===== src/sv/sfdl_pkg.sv =====
// ----------------------------------------------------------------------------
// sfdl_pkg
// Types, constants and arithmetic helpers shared by the stereo delay line.
// ----------------------------------------------------------------------------
package sfdl_pkg;

  localparam int CFG_IDX_W  = 3;
  localparam int CFG_DATA_W = 17;

  localparam logic [16:0] UNITY     = 17'h10000;
  localparam logic [15:0] FB_MAX    = 16'd63570;  // 0.97 in Q0.16
  localparam logic [15:0] SEND_GAIN = 16'd45875;  // 0.7 in Q0.16

  // configuration register indexes
  typedef enum logic [CFG_IDX_W-1:0] {
    REG_DELAY_EN  = 3'd0,
    REG_WET_MIX   = 3'd1,
    REG_TAIL_MIX  = 3'd2,
    REG_FADER     = 3'd3,
    REG_LEN_LEFT  = 3'd4,
    REG_LEN_RIGHT = 3'd5,
    REG_FEEDBACK  = 3'd6
  } cfg_idx_e;

  // sequencer states
  typedef enum logic [2:0] {
    ST_CLEAR,
    ST_IDLE,
    ST_SMOOTH,
    ST_READ0,
    ST_READ1,
    ST_INTERP,
    ST_WRITE,
    ST_DONE
  } state_e;

  // controller to datapath
  typedef struct packed {
    logic clr;
    logic load;
    logic smooth;
    logic read0;
    logic read1;
    logic interp;
    logic write;
    logic done;
  } cmd_t;

  // datapath to controller
  typedef struct packed {
    logic clr_last;
    logic out_free;
  } sts_t;

  // one-pole step: cur + (tgt - cur) / 2^sh, toward zero, at least one LSB
  function automatic logic signed [33:0] smooth_step(input logic signed [33:0] cur,
                                                     input logic signed [33:0] tgt,
                                                     input int sh);
    logic signed [33:0] d;
    logic [33:0]        mag;
    logic [33:0]        st;
    d   = tgt - cur;
    mag = d[33] ? 34'(-d) : 34'(d);
    st  = mag >> sh;
    if (st == 34'd0 && d != 34'sd0) st = 34'd1;
    return d[33] ? (cur - $signed(st)) : (cur + $signed(st));
  endfunction

  // round Q16 product to nearest, halves up
  function automatic logic signed [47:0] round16(input logic signed [47:0] v);
    return (v + 48'sd32768) >>> 16;
  endfunction

  function automatic logic signed [23:0] sat24(input logic signed [47:0] v);
    if (v > 48'sd8388607) return 24'sh7FFFFF;
    if (v < -48'sd8388608) return 24'sh800000;
    return 24'(v);
  endfunction

endpackage


===== src/sv/sfdl_ctrl.sv =====
// ----------------------------------------------------------------------------
// sfdl_ctrl
// Sequencer: clearing pass after reset, then one item through the datapath.
// ----------------------------------------------------------------------------
module sfdl_ctrl (
  input  logic          clk_i,
  input  logic          rst_ni,
  input  logic          in_valid_i,
  output logic          in_stall_o,
  input  sfdl_pkg::sts_t sts_i,
  output sfdl_pkg::cmd_t cmd_o
);
  import sfdl_pkg::*;

  state_e state_q, state_d;

  always_ff @(posedge clk_i or negedge rst_ni) begin
    if (!rst_ni) state_q <= ST_CLEAR;
    else         state_q <= state_d;
  end

  // next state
  always_comb begin
    state_d = state_q;
    case (state_q)
      ST_CLEAR:  if (sts_i.clr_last) state_d = ST_IDLE;
      ST_IDLE:   if (in_valid_i) state_d = ST_SMOOTH;
      ST_SMOOTH: state_d = ST_READ0;
      ST_READ0:  state_d = ST_READ1;
      ST_READ1:  state_d = ST_INTERP;
      ST_INTERP: state_d = ST_WRITE;
      ST_WRITE:  state_d = ST_DONE;
      ST_DONE:   if (sts_i.out_free) state_d = ST_IDLE;
      default:   state_d = ST_IDLE;
    endcase
  end

  // commands
  always_comb begin
    cmd_o      = '0;
    in_stall_o = 1'b1;
    case (state_q)
      ST_CLEAR:  cmd_o.clr = 1'b1;
      ST_IDLE: begin
        in_stall_o = 1'b0;
        cmd_o.load = in_valid_i;
      end
      ST_SMOOTH: cmd_o.smooth = 1'b1;
      ST_READ0:  cmd_o.read0 = 1'b1;
      ST_READ1:  cmd_o.read1 = 1'b1;
      ST_INTERP: cmd_o.interp = 1'b1;
      ST_WRITE:  cmd_o.write = 1'b1;
      ST_DONE:   cmd_o.done = 1'b1;
      default:   cmd_o = '0;
    endcase
  end

endmodule


===== config.mk =====
export PLATFORM = sky130hd
export DESIGN_NAME = sfdl_ctrl
export DESIGN_NICKNAME = d
export VERILOG_FILES = /design/src/sv/sfdl_pkg.sv /design/src/sv/sfdl_ctrl.sv
export SDC_FILE = /design/constraint.sdc
export NUM_CORES = 1
export LEC_CHECK = 0
export ABC_AREA = 1
export BUFFER_PORTS_ARGS = -buffer_cell sky130_fd_sc_hd__buf_4
export CAP_MARGIN = 40
export CORE_AREA = 5 5 42 44
export DETAILED_ROUTE_END_ITERATION = 6
export DIE_AREA = 0 0 47 49
export PLACE_DENSITY_LB_ADDON = 0.25
export SLEW_MARGIN = 20
export SYNTH_ARGS = -nofsm -noshare
export SYNTH_HDL_FRONTEND = slang
export SYNTH_SLANG_ARGS = --single-unit
export TNS_END_PERCENT = 30

===== constraint.sdc =====
create_clock -name clk_i -period 1.52 [get_ports clk_i]
set_input_delay 0.228 -clock clk_i [delete_from_list [all_inputs] [get_ports clk_i]]
set_output_delay 0.228 -clock clk_i [all_outputs]
set_load 0.05 [all_outputs]

==> results by group <==
Status
  • Outcome: complete, no violations

Critical path
  • WP data required: 1.29 ns
  • CP max-delay cell: dfrtp_2
  • Worst Path Arrival: 1.20 ns
  • CP Launch Type: flop
  • FF-to-FF End: state_q[2]$_DFFE_PN0P_
  • R2R cell count: 5
  • CP Capture Type: output pin
  • Reg2Reg Launch Point: state_q[0]$_DFFE_PN0P_
  • Cell family with most CP delay: flip-flops
  • CP max stage delay: 0.44 ns
  • Crit-path cells: nor2_2, inv_1, nor2_1, buf_4
  • Critical Path Stages: 4
  • WS Path Type: flop to output pin
  • Critical path startpoint: state_q[1]$_DFFE_PN0P_
  • Critical path buffers and inverters: 2
  • Crit path capture: cmd_o[3]
  • R2R setup slack: 0.51 ns
  • Max FO, Critical Path: 6

STA
  • Final TNS setup: 0 ns
  • Actual slew at the worst max-slew pin: 0.199 ns
  • Final Hold Viols: 0
  • Setup Skew: 0.00132 ns
  • Fin. max-slew vios: 0
  • Worst slew margin: 86.7%
  • Fin crit share: 93.7%
  • Fmax: 0.702 GHz
  • Final setup vio count: 0
  • Minimum clock period: 1.42 ns
  • Hold slack: 0.257 ns
  • RSZ-0062 raised after global routing: no

Yosys
  • Simple-gate share of the synthesized area: 42.4%
  • Post-synth ARST share: 100%
  • Synthesis Warnings: 0
  • Post-synth top area cell: dfrtp_1
  • Post-Synth XOR/XNOR Area: 0%
  • Main flop type after synthesis: dfrtp_1
  • Area contributors post-synth: dfrtp_1 33%, nor2_1 15%, inv_1 9.8%
  • EDFF count, synth: 0
  • Flop and latch count out of synthesis: 3
  • Main combinational cell family by area after synthesis: simple AND/OR/NAND/NOR gates
  • Top post-synthesis cells by count: 9 x nor2_1, 6 x inv_1, 6 x nand2_1
  • Count leader, synth: nor2_1
  • Synth Net Count: 41
  • Post-synthesis sequential area ratio: about a third
  • Post-Synth Adder-Cell Area: 0%
  • Synth Instances: 36
  • Mux contribution to synthesized area: 0%
  • Share of the synthesized area in the top cell type: 32.6%
  • Synth Area in Compound Gates: 13.6%
  • Synth Cell Area: 230 sq um
  • Synth unique cells: 13
  • Syn Area/Cell: 6.40 sq um

Routing
  • Via count: 285
  • # DRC: 0
  • Antenna Nets Post-Route: 0
  • DR pass1 iterations: 4
  • Iteration-0 DRC Markers: 8
  • WL/cell: about 9 um
  • Routed WL: roughly 640 um
  • Post-DR vias/cell: 4.01

Global route
  • Total track usage: 6.77%
  • Initial antenna violation count: 0
  • Grt ovf: 0
  • Global-route wire length before repair: around 1.1 mm
  • Vias in the first global route: between 200 and 300
  • Largest net degree at the start of global routing: 11

CTS
  • Clk root buf: clkbuf_4
  • Worst-Skew Late Latency: roughly 0.23 ns
  • Clock buffer depth: 2
  • Clock transition at path regs: approximately 0.030 ns
  • CTS Buf Count: 3
  • CTS tree: built
  • H-tree depth: 1
  • Clock Sinks: 3

Place
  • Gpl congestion: 0.755
  • Port buffer count: 13
  • Placed inst area: 358 sq um
  • Hpwl dp: 497 um

Finish
  • Antenna cells: 0
  • Max FFs per register: 3
  • Largest regs: state_q x3
  • Fraction of layout instances using a drive strength above 1: 49.1%
  • NumNets Final: 61
  • Largest reg by FF count: state_q
  • Design area: 410 sq um
  • P&R area growth vs syn: 78.3%

Die
  • Initial core utilization: 16.4%
  • Die X: between 40 and 50 um
  • Die area: about 2300 sq um
  • I/O pins: 14
  • Die height: approximately 49 um
  • Core area: 1400 sq um
  • Cell row count: 14

Hold path
  • Hold WC Path Type: primary input to flop

Job
  • Max_cap viols: 0
==> kinds of logic (layout without fill, tap and decap cells) <==
family | count (synthesis) | after routing
buf+inv | 7 | 26
compound gates | 5 | 5
simple gates | 21 | 21
flops | 3 | 3
==> worst reg2reg max path: stages, from the launching register on <==
cell and delay, ns:
dfrtp_1 0.40, buf_4 0.15, nand2_2 0.11, nand2_1 0.06, o21ai_0 0.08, nand3_1 0.09
==> metrics by stage <==
step	utilization, %	setup WS [ns]	instances
after global placement	25.5	0.277	65
final	29.3	0.0957	71
after detailed placement	25.5	0.291	65
after global routing	29.3	0.00662	71
after floorplan	-	0.00988	36
after CTS	28.1	0.0350	70
==> layout make-up <==
cell class              count  area (sq um)
flip-flops and latches      3          76.3
multi-input cells          26           144
fillers                   162           991
well taps                  16          20.0
repair buffers             15           115
inverters                   7          28.8
clock buffers               4          26.3
==> routing by layer <==
layer	wire length (um)	track usage, %	up-vias
li1	-	-	150
met1	252	8.39	124
met2	333	8.82	11
met3	51	1.48	0
met4	0	6.91	0
met5	0	0	-
==> worst min path at each step <==
stage	start	end	slack, ns	depth (start not counted)
2_1_floorplan	rst_ni	state_q[0]$_DFFE_PN0P_	-0.07	0
3_3_place_gp	rst_ni	state_q[0]$_DFFE_PN0P_	0.02	1
3_5_place_dp	rst_ni	state_q[0]$_DFFE_PN0P_	0.02	1
4_1_cts	sts_i[0]	state_q[1]$_DFFE_PN0P_	0.25	4
5_1_grt	sts_i[0]	state_q[1]$_DFFE_PN0P_	0.28	4
6_report	sts_i[0]	state_q[1]$_DFFE_PN0P_	0.26	4
==> placed cells by master (no fill, tap or decap), types with 2 or more instances in the layout <==
cell type   n
nand3_1     2
nand2_1     5
buf_4      14
nor2_4      2
nor2_1      6
inv_1       6
clkbuf_4    3
nand2_2     3
dfrtp_1     2
nor2_2      2
a21oi_1     2
==> repair_timing <==
item,CTS,global route
endpoints found under the hold margin,3,0
hold buffers,1,0
resized for setup,0,4
buffers inserted,0,1
endpoints found under the setup margin,0,3
Power is not shown: default switching activity piles up to over one toggle a cycle in this logic, so the estimate is an artifact.
